<file path="src/rtl/rff_pkg.sv">
`timescale 1ns / 1ps
// ----------------------------------------------------------------------------
// rff_pkg
// Shared types and constants of the rotated frame store fill engine.
// ----------------------------------------------------------------------------
package rff_pkg;

  // field widths
  localparam int unsigned DIM_W   = 9;
  localparam int unsigned COORD_W = 16;
  localparam int unsigned COLOR_W = 16;
  localparam int unsigned KIND_W  = 2;
  localparam int unsigned ROT_W   = 2;
  localparam int unsigned PROD_W  = 2 * DIM_W;
  localparam int unsigned SUM_W   = COORD_W + 1;
  localparam int unsigned MAP_W   = DIM_W + 2;

  // default store geometry
  localparam int unsigned MAX_WIDTH_DEF  = 256;
  localparam int unsigned MAX_HEIGHT_DEF = 256;

  // command kinds
  localparam logic [KIND_W-1:0] KIND_SET    = 2'd0;
  localparam logic [KIND_W-1:0] KIND_GET    = 2'd1;
  localparam logic [KIND_W-1:0] KIND_RECT   = 2'd2;
  localparam logic [KIND_W-1:0] KIND_SCREEN = 2'd3;

  // register indexes
  localparam logic [2:0] REG_ROTATION = 3'd0;
  localparam logic [2:0] REG_DEV_W    = 3'd1;
  localparam logic [2:0] REG_DEV_H    = 3'd2;
  localparam logic [2:0] REG_LOG_W    = 3'd3;
  localparam logic [2:0] REG_LOG_H    = 3'd4;

  // configuration seen by the datapath
  typedef struct packed {
    logic [ROT_W-1:0] rotation;
    logic [DIM_W-1:0] dev_w;
    logic [DIM_W-1:0] dev_h;
    logic [DIM_W-1:0] log_w;
    logic [DIM_W-1:0] log_h;
  } cfg_t;

  // one command item
  typedef struct packed {
    logic [KIND_W-1:0]  kind;
    logic [COORD_W-1:0] x_pos;
    logic [COORD_W-1:0] y_pos;
    logic [COORD_W-1:0] rect_width;
    logic [COORD_W-1:0] rect_height;
    logic [COLOR_W-1:0] fill_color;
  } item_t;

  // controller to datapath
  typedef struct packed {
    logic load;   // capture the item
    logic start;  // set up the walk from the clipped bounds
    logic walk;   // issue the current point and advance
  } cmd_t;

  // datapath to controller
  typedef struct packed {
    logic empty;  // clipped area holds no pixel
    logic last;   // current point is the final one
    logic busy;   // pipeline still holds an access
  } status_t;

endpackage

</file>
<file path="src/rtl/rff_ctrl.sv">
`timescale 1ns / 1ps
// ----------------------------------------------------------------------------
// rff_ctrl
// Sequencer: takes one command, walks its pixels, waits for the store
// pipeline to drain and hands the result to the output register.
// ----------------------------------------------------------------------------
module rff_ctrl (
  input  logic             clk_i,
  input  logic             rst_ni,
  input  logic             in_valid_i,
  output logic             in_ready_o,
  input  logic             out_free_i,
  output logic             out_load_o,
  output rff_pkg::cmd_t    cmd_o,
  input  rff_pkg::status_t status_i
);
  import rff_pkg::*;

  localparam logic [1:0] ST_IDLE   = 2'd0;
  localparam logic [1:0] ST_LOAD   = 2'd1;
  localparam logic [1:0] ST_WALK   = 2'd2;
  localparam logic [1:0] ST_FINISH = 2'd3;

  logic [1:0] state_q, state_d;

  // next state and commands
  always_comb begin
    state_d    = state_q;
    cmd_o      = '0;
    in_ready_o = 1'b0;
    out_load_o = 1'b0;
    case (state_q)
      ST_IDLE: begin
        in_ready_o = 1'b1;
        if (in_valid_i) begin
          cmd_o.load = 1'b1;
          state_d    = ST_LOAD;
        end
      end
      ST_LOAD: begin
        cmd_o.start = 1'b1;
        state_d     = status_i.empty ? ST_FINISH : ST_WALK;
      end
      ST_WALK: begin
        cmd_o.walk = 1'b1;
        if (status_i.last) begin
          state_d = ST_FINISH;
        end
      end
      ST_FINISH: begin
        if (!status_i.busy && out_free_i) begin
          out_load_o = 1'b1;
          state_d    = ST_IDLE;
        end
      end
      default: begin
        state_d = ST_IDLE;
      end
    endcase
  end

  // state register
  always_ff @(posedge clk_i or negedge rst_ni) begin
    if (!rst_ni) begin
      state_q <= ST_IDLE;
    end else begin
      state_q <= state_d;
    end
  end

endmodule

</file>
<file path="config.mk">
export PLATFORM = sky130hd
export DESIGN_NAME = rff_ctrl
export DESIGN_NICKNAME = d
export VERILOG_FILES = /design/src/rtl/rff_pkg.sv /design/src/rtl/rff_ctrl.sv
export SDC_FILE = /design/constraint.sdc
export NUM_CORES = 1
export LEC_CHECK = 0
export BUFFER_PORTS_ARGS = -buffer_cell sky130_fd_sc_hd__buf_2
export CAP_MARGIN = 15
export CORE_AREA = 2 2 39 41
export DETAILED_ROUTE_END_ITERATION = 6
export DIE_AREA = 0 0 41 43
export GPL_ROUTABILITY_DRIVEN = 0
export PLACE_DENSITY = 0.45
export SKIP_LAST_GASP = 1
export SLEW_MARGIN = 20
export SYNTH_ARGS = -nofsm -noshare
export SYNTH_HDL_FRONTEND = slang
export SYNTH_SLANG_ARGS = --single-unit
</file>
<file path="constraint.sdc">
create_clock -name clk_i -period 2.5 [get_ports clk_i]
set_input_delay 0.5 -clock clk_i [delete_from_list [all_inputs] [get_ports clk_i]]
set_output_delay 0.5 -clock clk_i [all_outputs]
set_load 0.01 [all_outputs]
</file>
### Yosys cells after proc, flatten, opt, wreduce, memory -nomap -nowiden

Index checks and enable logic that the tools add are counted.

* logic and storage cells: 23
* input bits: 7
* output and inout bits: 5
* register bits after elaboration: 2

* reduce and logical (&&, ||, !) cells: 4
* muxes and demuxes: 12
* equality and inequality tests: 6

Operators with widths (number)
* two-way mux 1 bit: 8
* case mux 2 bit (4 select lines): 1
* two-way mux 2 bit: 3
* inequality test 2 bit, second input constant: 3
* == test 2 bit, second input constant: 2
* AND reduction 3 bit: 1
* == test 2 x 1 -> 1 bit, second input constant: 1
* logical NOT 2 bit: 1
* logical AND 1 bit: 1
* logical NOT 1 bit: 1

### Logic depth before layout (Yosys ltp)

Gate-level depths: netlist of the first run.

* depth in word-level cells: 4
* depth in mapped cells: 5
* depth with buffers taken out: 5

### Least setup slack after synthesis of the first run

Ideal clock, no wire load.

* kind: flip-flop to flip-flop
* from: register state_q[0]
* to: register state_q[1]
* stages on the path, launching flop included: 5
* period minus slack after synthesis: 1.617 ns
* arrival time: 1.489 ns
* required time: 2.373 ns
* path slack: 0.883 ns
* library setup time: 0.127 ns
* buffers on the path: 0
* cells stage by stage: dfrtp_1 -> inv_1 -> ha_1 -> a222oi_1 -> mux2_1

* longest elaborated chain between the ends: 3
* elaborated cells between the ends (all ways): 9
* classes of those cells: eq/ne (6); mux (1); reduce/logical (2)

Ends and longest elaborated chain
* start, declared: line rff_ctrl.sv:24 `logic [1:0] state_q, state_d;`
* start signal, assigned: line rff_ctrl.sv:67 `state_q <= state_d;`
* == test 2 bit or logical NOT 2 bit (tied branches): line rff_ctrl.sv:32 `case (state_q)`
* inequality test 2 bit (no source line)
* AND reduction 3 bit (no source line)

Parallel ways exist; a longest one is shown, timed or not.
A chain may end at the register's enable or synchronous reset.

==> metrics.md, run 1 <==
| Metric | Value |
|---|---|
| Status | `complete, no violations` |
| Via count | `180` |
| Peak VDD IR | `0.000418 V` |
| Vias per cell | `around 3.7` |
| Initial antenna violation count | `0` |
| DR WL/cell | `8.16 µm` |
| Final WL | `400 µm` |
| Root Buffer | `clkbuf_4` |
| Crit Reg-Reg Endpoint | `state_q[1]$_DFFE_PN0P_` |
| Seq/Total Area, Yosys | `0.276` |
| Clock period minus worst slack | `1.74 ns` |
| # IOs | `12` |
| Synth Cell Area | `181 µm²` |
| Fin nets | `46` |
| PostCTS Resize Cnt | `0` |
| Port Buf Inserts | `11` |
| Post-Synth Simple-Gate Area | `0.131` |
| Final Skew | `around 0.0032 ns` |
| Max-slew headroom | `0.700` |
| Fmax | `~0.57 GHz` |
| Fin. max-slew vios | `0` |
| CP max stage cell | `dfrtp_1` |
| Required time worst endpoint | `approximately 2.0 ns` |
| Initial core utilization | `0.131` |
| Post-DP HPWL | `between 300 and 400 µm` |
| Cell Chain, Critical Path | `inv_1 -> ha_1 -> and2_2 -> buf_2` |
| RSZ-0062 raised after global routing | `no` |
| Routed Antenna Nets | `0` |
| DIE HEIGHT | `43 µm` |
| Longest Clk Path Bufs | `2` |
| DRC viols | `0` |
| Max reg flops | `2` |
| Htree depth | `1` |
| Crit path DAT | `1.24 ns` |
| Clock Sinks | `2` |
| First-pass DRT Iterations | `4` |
| Post-place instance area | `~260 µm²` |
| Synth Area in XOR/XNOR | `0` |
| HP Class | `in -> async` |
| Pleak | `0.168 nW` |
| Final setup violation count | `0` |
| Setup Crit Path Kind | `reg -> out` |
| Max Cap Viol | `0` |
| Compound-Gate Fraction of Synth Area | `0.0966` |
| First-pass GRT wire length | `579 µm` |
| Syn Area/Cell | `9.55 µm²` |
| Synth Instances | `19` |
| Nature of the critical path endpoint | `output port` |
| Post-Syn Nets | `30` |
| Num CTS Buffers | `3` |
| Row count | `14` |
| Synthesis Warnings | `0` |
| Design area | `279 µm²` |
| Share of cells above drive strength 1 | `0.455` |
| CP peak stage delay | `0.38 ns` |
| Reg clk slew, reported paths | `about 0.030 ns` |
| Grt total ovfl | `0` |
| Initial DRC Count | `2` |
| Post-synthesis adder-cell area fraction | `0.276` |
| Core Area | `0.00138 mm²` |
| TritonCTS clock tree | `yes` |
| Hold slack | `0.0525 ns` |
| Mux cell area share after synthesis | `0.117` |
| Pin count of the biggest net entering global routing | `6` |
| Power Density | `1140 mW/mm²` |
| R2r startpoint | `state_q[0]$_DFFE_PN0P_` |
| R2R depth | `4` |
| Die Width | `41 µm` |
| CP Buf/Inv Count | `2` |
| DIE AREA | `0.00176 mm²` |
| Synth unique cells | `11` |
| # hold bufs at CTS | `0` |
| CP delay by family, top | `flip-flops` |
| Synth Register Bits | `2` |
| Vias in the first global route | `between 150 and 200` |
| Diodes inserted | `0` |
| R2R Setup Slk | `0.83 ns` |
| Top fanout value on the critical path | `4` |
| Final period util | `0.697` |
| All-Layer GR Usage | `0.0563` |
| Clk_lat worst skew | `0.22 ns` |
| P&R area growth vs syn | `53.8%` |
| CP Launch Type | `register` |
| Final setup TNS | `0 ns` |
| Main combinational cell family by area after synthesis | `adder cells` |
| Most flop-heavy register | `state_q` |
| Setup bufs post-CTS | `0` |
| Final Hold Viols | `0` |
| Top flop regs | `state_q (2)` |
| Slew @ Worst Pin | `0.450 ns` |
-- layer usage --
layer,track usage,share of wire,vias to the layer above
met2,0.0750,0.39,12
met5,0,0,-
met3,0.0366,0.18,0
met1,0.0419,0.44,76
li1,-,-,92
met4,0.0800,0,0
-- cells by family after synthesis --
group | Yosys count
compound gates | 2
fa+ha+maj | 4
buf+inv | 5
flops | 2
mux | 2
simple gates | 4
-- layout make-up --
cell class              count  area [µm²]
multi-input cells          12         113
fillers                   153        1100
well taps                  16        20.0
clock buffers               3        22.5
repair buffers             11        55.1
inverters                   5        18.8
flip-flops and latches      2        50.0
-- worst reg2reg max path, delay by kind of cell, from the launching register on --
| family | cells | cell delay (ns) |
|---|---|---|
| multiplexers | 1 | 0.37 |
| flip-flops | 1 | 0.38 |
| adder cells (fa/ha/maj) | 1 | 0.24 |
| buffers and inverters | 1 | 0.10 |
| AO/OA/AOI/OAI | 1 | 0.47 |
-- worst max path at each step --
stage / slack [ns] / start / cells past startpoint / endpoint
after floorplan: 0.88 / state_q[0]$_DFFE_PN0P_ / 4 / state_q[1]$_DFFE_PN0P_
after global placement: 0.85 / state_q[0]$_DFFE_PN0P_ / 4 / state_q[1]$_DFFE_PN0P_
after detailed placement: 0.81 / state_q[0]$_DFFE_PN0P_ / 4 / state_q[1]$_DFFE_PN0P_
after CTS: 0.74 / state_q[0]$_DFFE_PN0P_ / 4 / cmd_o[2]
after global routing: 0.69 / state_q[1]$_DFFE_PN0P_ / 4 / cmd_o[2]
final: 0.76 / state_q[0]$_DFFE_PN0P_ / 4 / cmd_o[2]
-- through the flow --
stage	total power [mW]	setup WS (ns)	utilization	cells
global placement	0.255	0.850	0.185	46
detailed placement	0.251	0.813	0.185	46
global route	0.359	0.689	0.202	49
finish	0.319	0.757	0.202	49
CTS	0.329	0.743	0.202	49
floorplan	0.197	0.883	-	19
-- report_power, final --
part           internal [mW]  switching, mW  total (mW)
clock                 0.0531         0.0191      0.0722
combinational         0.0853         0.0914       0.177
sequential            0.0516         0.0182      0.0698
total                  0.190          0.129       0.319
-- cell usage in the layout (no fill, tap or decap), drive strengths merged --
cell,instances
clkbuf,3
dfrtp,2
nand2b,1
mux2i,1
and3,1
mux2,1
ha,4
a211oi,1
nor2,1
inv,5
buf,11
and2,1
a222oi,1
-- synth_stat cells (all sizes together) --
cell type / instances / area (µm²)
nand2b: 1 / 6.26
and3: 1 / 6.26
a211oi: 1 / 7.51
dfrtp: 2 / 50.1
inv: 5 / 18.8
mux2: 1 / 11.3
nor2: 1 / 3.75
and2: 1 / 7.51
a222oi: 1 / 10.0
ha: 4 / 50.1
mux2i: 1 / 10.0
(Power assumes the default switching activity.)
==> run 2, diff against run 1 <==
- PLACE_DENSITY: 0.45 -> 0.46
- clock period: 2.5 -> 1.49 ns (I/O delays scaled with it)
==> run 2 against run 1 <==
- the flow now finishes with violations (setup timing)
- cell count increased by 18%
- core utilization grew 6.7 points
- count of clock-buffer cells in the layout is the same
- routed wire length increased by 21%
- die area is the same
- final area increased by 33%
- non-clock buffer count rose by 9
- via count increased by 16%
- clock skew shrank 0.0020 ns
- sequential power grew 66%
- first-iteration DRC count is 50% lower
- critical path depth stayed put
- critical path type is now reg -> reg
- largest cell class is now non-clock buffers
==> metrics.md, run 2 (synthesis results as in run 1) <==
| Metric | Value |
|---|---|
| Status | `finished, violations left` |
| Failing checks | `setup timing` |
| Reg clk slew, reported paths | `0.03 ns (about the same)` |
| Fin nets | `55 (+20%)` |
| Cell Chain, Critical Path | `inv_2 -> ha_4 -> a222oi_1 -> mux2_1` |
| Longest Clk Path Bufs | `2 (unchanged)` |
| Post-route setup slack | `-0.0394 ns (-0.797 ns)` |
| First-pass DRT Iterations | `4 (unchanged)` |
| Most frequent cells in the layout | `10 x buf_2, 8 x buf_4, 3 x inv_1, 3 x clkbuf_4` |
| Core Area | `0.00138 mm² (unchanged)` |
| Pleak | `0.210 nW (+25%)` |
| All-Layer GR Usage | `0.0622 (+0.00597)` |
| Required time worst endpoint | `1.59 ns (-0.41 ns)` |
| Post-DP HPWL | `355 µm (+6.3%)` |
| Final period util | `1.03` |
| Fin. max-slew vios | `0 (unchanged)` |
| Internal power component | `0.484 mW (+150%)` |
| DRC viols | `0 (unchanged)` |
| Grt total ovfl | `0 (unchanged)` |
| Initial core utilization | `0.131 (unchanged)` |
| Psw | `0.266 mW (+110%)` |
| Port Buf Inserts | `11 (unchanged)` |
| Final WL | `482 µm (+21%)` |
| P&R area growth vs syn | `105%` |
| HP Class | `in -> async` |
| Num CTS Buffers | `3 (unchanged)` |
| Row count | `14 (unchanged)` |
| Routed Antenna Nets | `0 (unchanged)` |
| Clock power frac | `0.158 (-0.069)` |
| CP delay by family, top | `compound AO/OA/AOI/OAI gates` |
| CP max stage cell | `a222oi_1` |
| Design area | `372 µm² (+33%)` |
| Peak VDD IR | `0.000550 V (+31%)` |
| Vias per cell | `3.60 (-1.9%)` |
| Initial antenna violation count | `0 (unchanged)` |
| Die Width | `41 µm (unchanged)` |
| Max Cap Viol | `0 (unchanged)` |
| Vias in the first global route | `198 (+13%)` |
| Fmax | `~0.65 GHz` |
| Final core occ | `0.269 (+0.0669)` |
| Clock Sinks | `2 (unchanged)` |
| CP Launch Type | `register` |
| Root Buffer | `clkbuf_4` |
| Setup Crit Path Kind | `reg -> reg` |
| RSZ-0062 raised after global routing | `yes` |
| Clk_lat worst skew | `0.22 ns (about the same)` |
| Final Skew | `0.00117 ns (-0.00199 ns)` |
| Via count | `209 (+16%)` |
| Most common cell after layout, fill and taps aside | `buf_2` |
| Initial DRC Count | `1 (-1)` |
| Post-place instance area | `304 µm² (+19%)` |
| Crit path DAT | `1.63 ns (+0.39 ns)` |
| Slew @ Worst Pin | `0.414 ns (-0.0366 ns)` |
| Comb power frac | `0.687 (+0.133)` |
| Dpl ws | `-0.0781 ns (-0.891 ns)` |
| Power Density | `2020 mW/mm² (+77%)` |
| Most flop-heavy register | `state_q` |
| First-pass GRT wire length | `669 µm (+16%)` |
| Hold slack | `0.411 ns (+0.358 ns)` |
| CP Buf/Inv Count | `1 (-1)` |
| CP peak stage delay | `0.43 ns (+0.05 ns)` |
| Share of cells above drive strength 1 | `0.643 (+0.188)` |
| # IOs | `12 (unchanged)` |
| Htree depth | `1 (unchanged)` |
| Sw Ratio | `0.355 (-0.0488)` |
| Clock period minus worst slack | `1.53 ns` |
| Max-slew headroom | `0.724 (+0.0244)` |
| TritonCTS clock tree | `yes` |
| DIE HEIGHT | `43 µm (unchanged)` |
| Diodes inserted | `0 (unchanged)` |
| DR WL/cell | `8.31 µm (+1.8%)` |
| Seq pwr share | `0.155 (-0.064)` |
| Final Hold Viols | `0 (unchanged)` |
| Max reg flops | `2 (unchanged)` |
| Top fanout value on the critical path | `4 (unchanged)` |
| Nature of the critical path endpoint | `register` |
| Top flop regs | `state_q (2)` |
| Pin count of the biggest net entering global routing | `5 (-1)` |
| Tot Pwr | `0.750 mW (+140%)` |
| Final setup violation count | `4 (+4)` |
| DIE AREA | `0.00176 mm² (unchanged)` |
## run 2: path summary, 6_finish.rpt
| check | startpoint | end | slack, ns | cells after the start |
|---|---|---|---|---|
| worst max-delay path | state_q[1]$_DFFE_PN0P_ | state_q[1]$_DFFE_PN0P_ | -0.04 | 4 |
| max in group asynchronous | rst_ni | state_q[0]$_DFFE_PN0P_ | 0.98 | 2 |
| worst max register to register | state_q[1]$_DFFE_PN0P_ | state_q[1]$_DFFE_PN0P_ | -0.04 | 4 |
| worst min-delay path | rst_ni | state_q[1]$_DFFE_PN0P_ | 0.41 | 2 |
| min in group clk_i | status_i[2] | state_q[0]$_DFFE_PN0P_ | 0.52 | 4 |
| worst min register to register | state_q[1]$_DFFE_PN0P_ | state_q[1]$_DFFE_PN0P_ | 0.66 | 2 |
## run 2: per-layer routing
metal	global-route usage	vias up	part of all wire
li1	-	110	-
met1	0.0675	88	0.45
met2	0.0813	11	0.44
met3	0.0157	0	0.11
met4	0.0800	0	0
met5	0	-	0
## run 2: what timing repair did
item | 4_1_cts | 5_1_grt
endpoints found under the setup margin | 3 | 3
gates cloned | 0 | 0
endpoints found under the hold margin | 2 | 0
pin swaps | 2 | 1
resized for setup | 3 | 3
hold buffers | 1 | 0
setup buffers | 1 | 1
## run 2: layout make-up
type / instances / area [µm²]
Fill cell: 158 / 1010
Timing Repair Buffer: 20 / 131
Multi-Input combinational cell: 12 / 129
Sequential cell: 2 / 50.0
Clock buffer: 3 / 22.5
Tap cell: 16 / 20.0
Inverter: 5 / 18.8
## run 2: per-stage QoR
stage | cells | setup TNS, ns
finish | 58 | -0.0655
global route | 58 | -0.340
detailed placement | 52 | -0.123
CTS | 57 | -0.0667
floorplan | 19 | -0.0834
global placement | 52 | -0.141
## run 2: power by group through the flow
stage | Clock [mW] | Combinational, mW | Sequential (mW)
2_1_floorplan | 0 | 0.223 | 0.112
4_1_cts | 0.129 | 0.474 | 0.114
3_5_place_dp | 0 | 0.434 | 0.115
6_report | 0.118 | 0.515 | 0.116
5_1_grt | 0.126 | 0.587 | 0.122
3_3_place_gp | 0 | 0.437 | 0.115
## run 2: worst register-to-register path: stages (launching register included)
cell,delay (ns)
dfrtp_1,0.39
inv_2,0.07
ha_4,0.15
a222oi_1,0.43
mux2_1,0.36
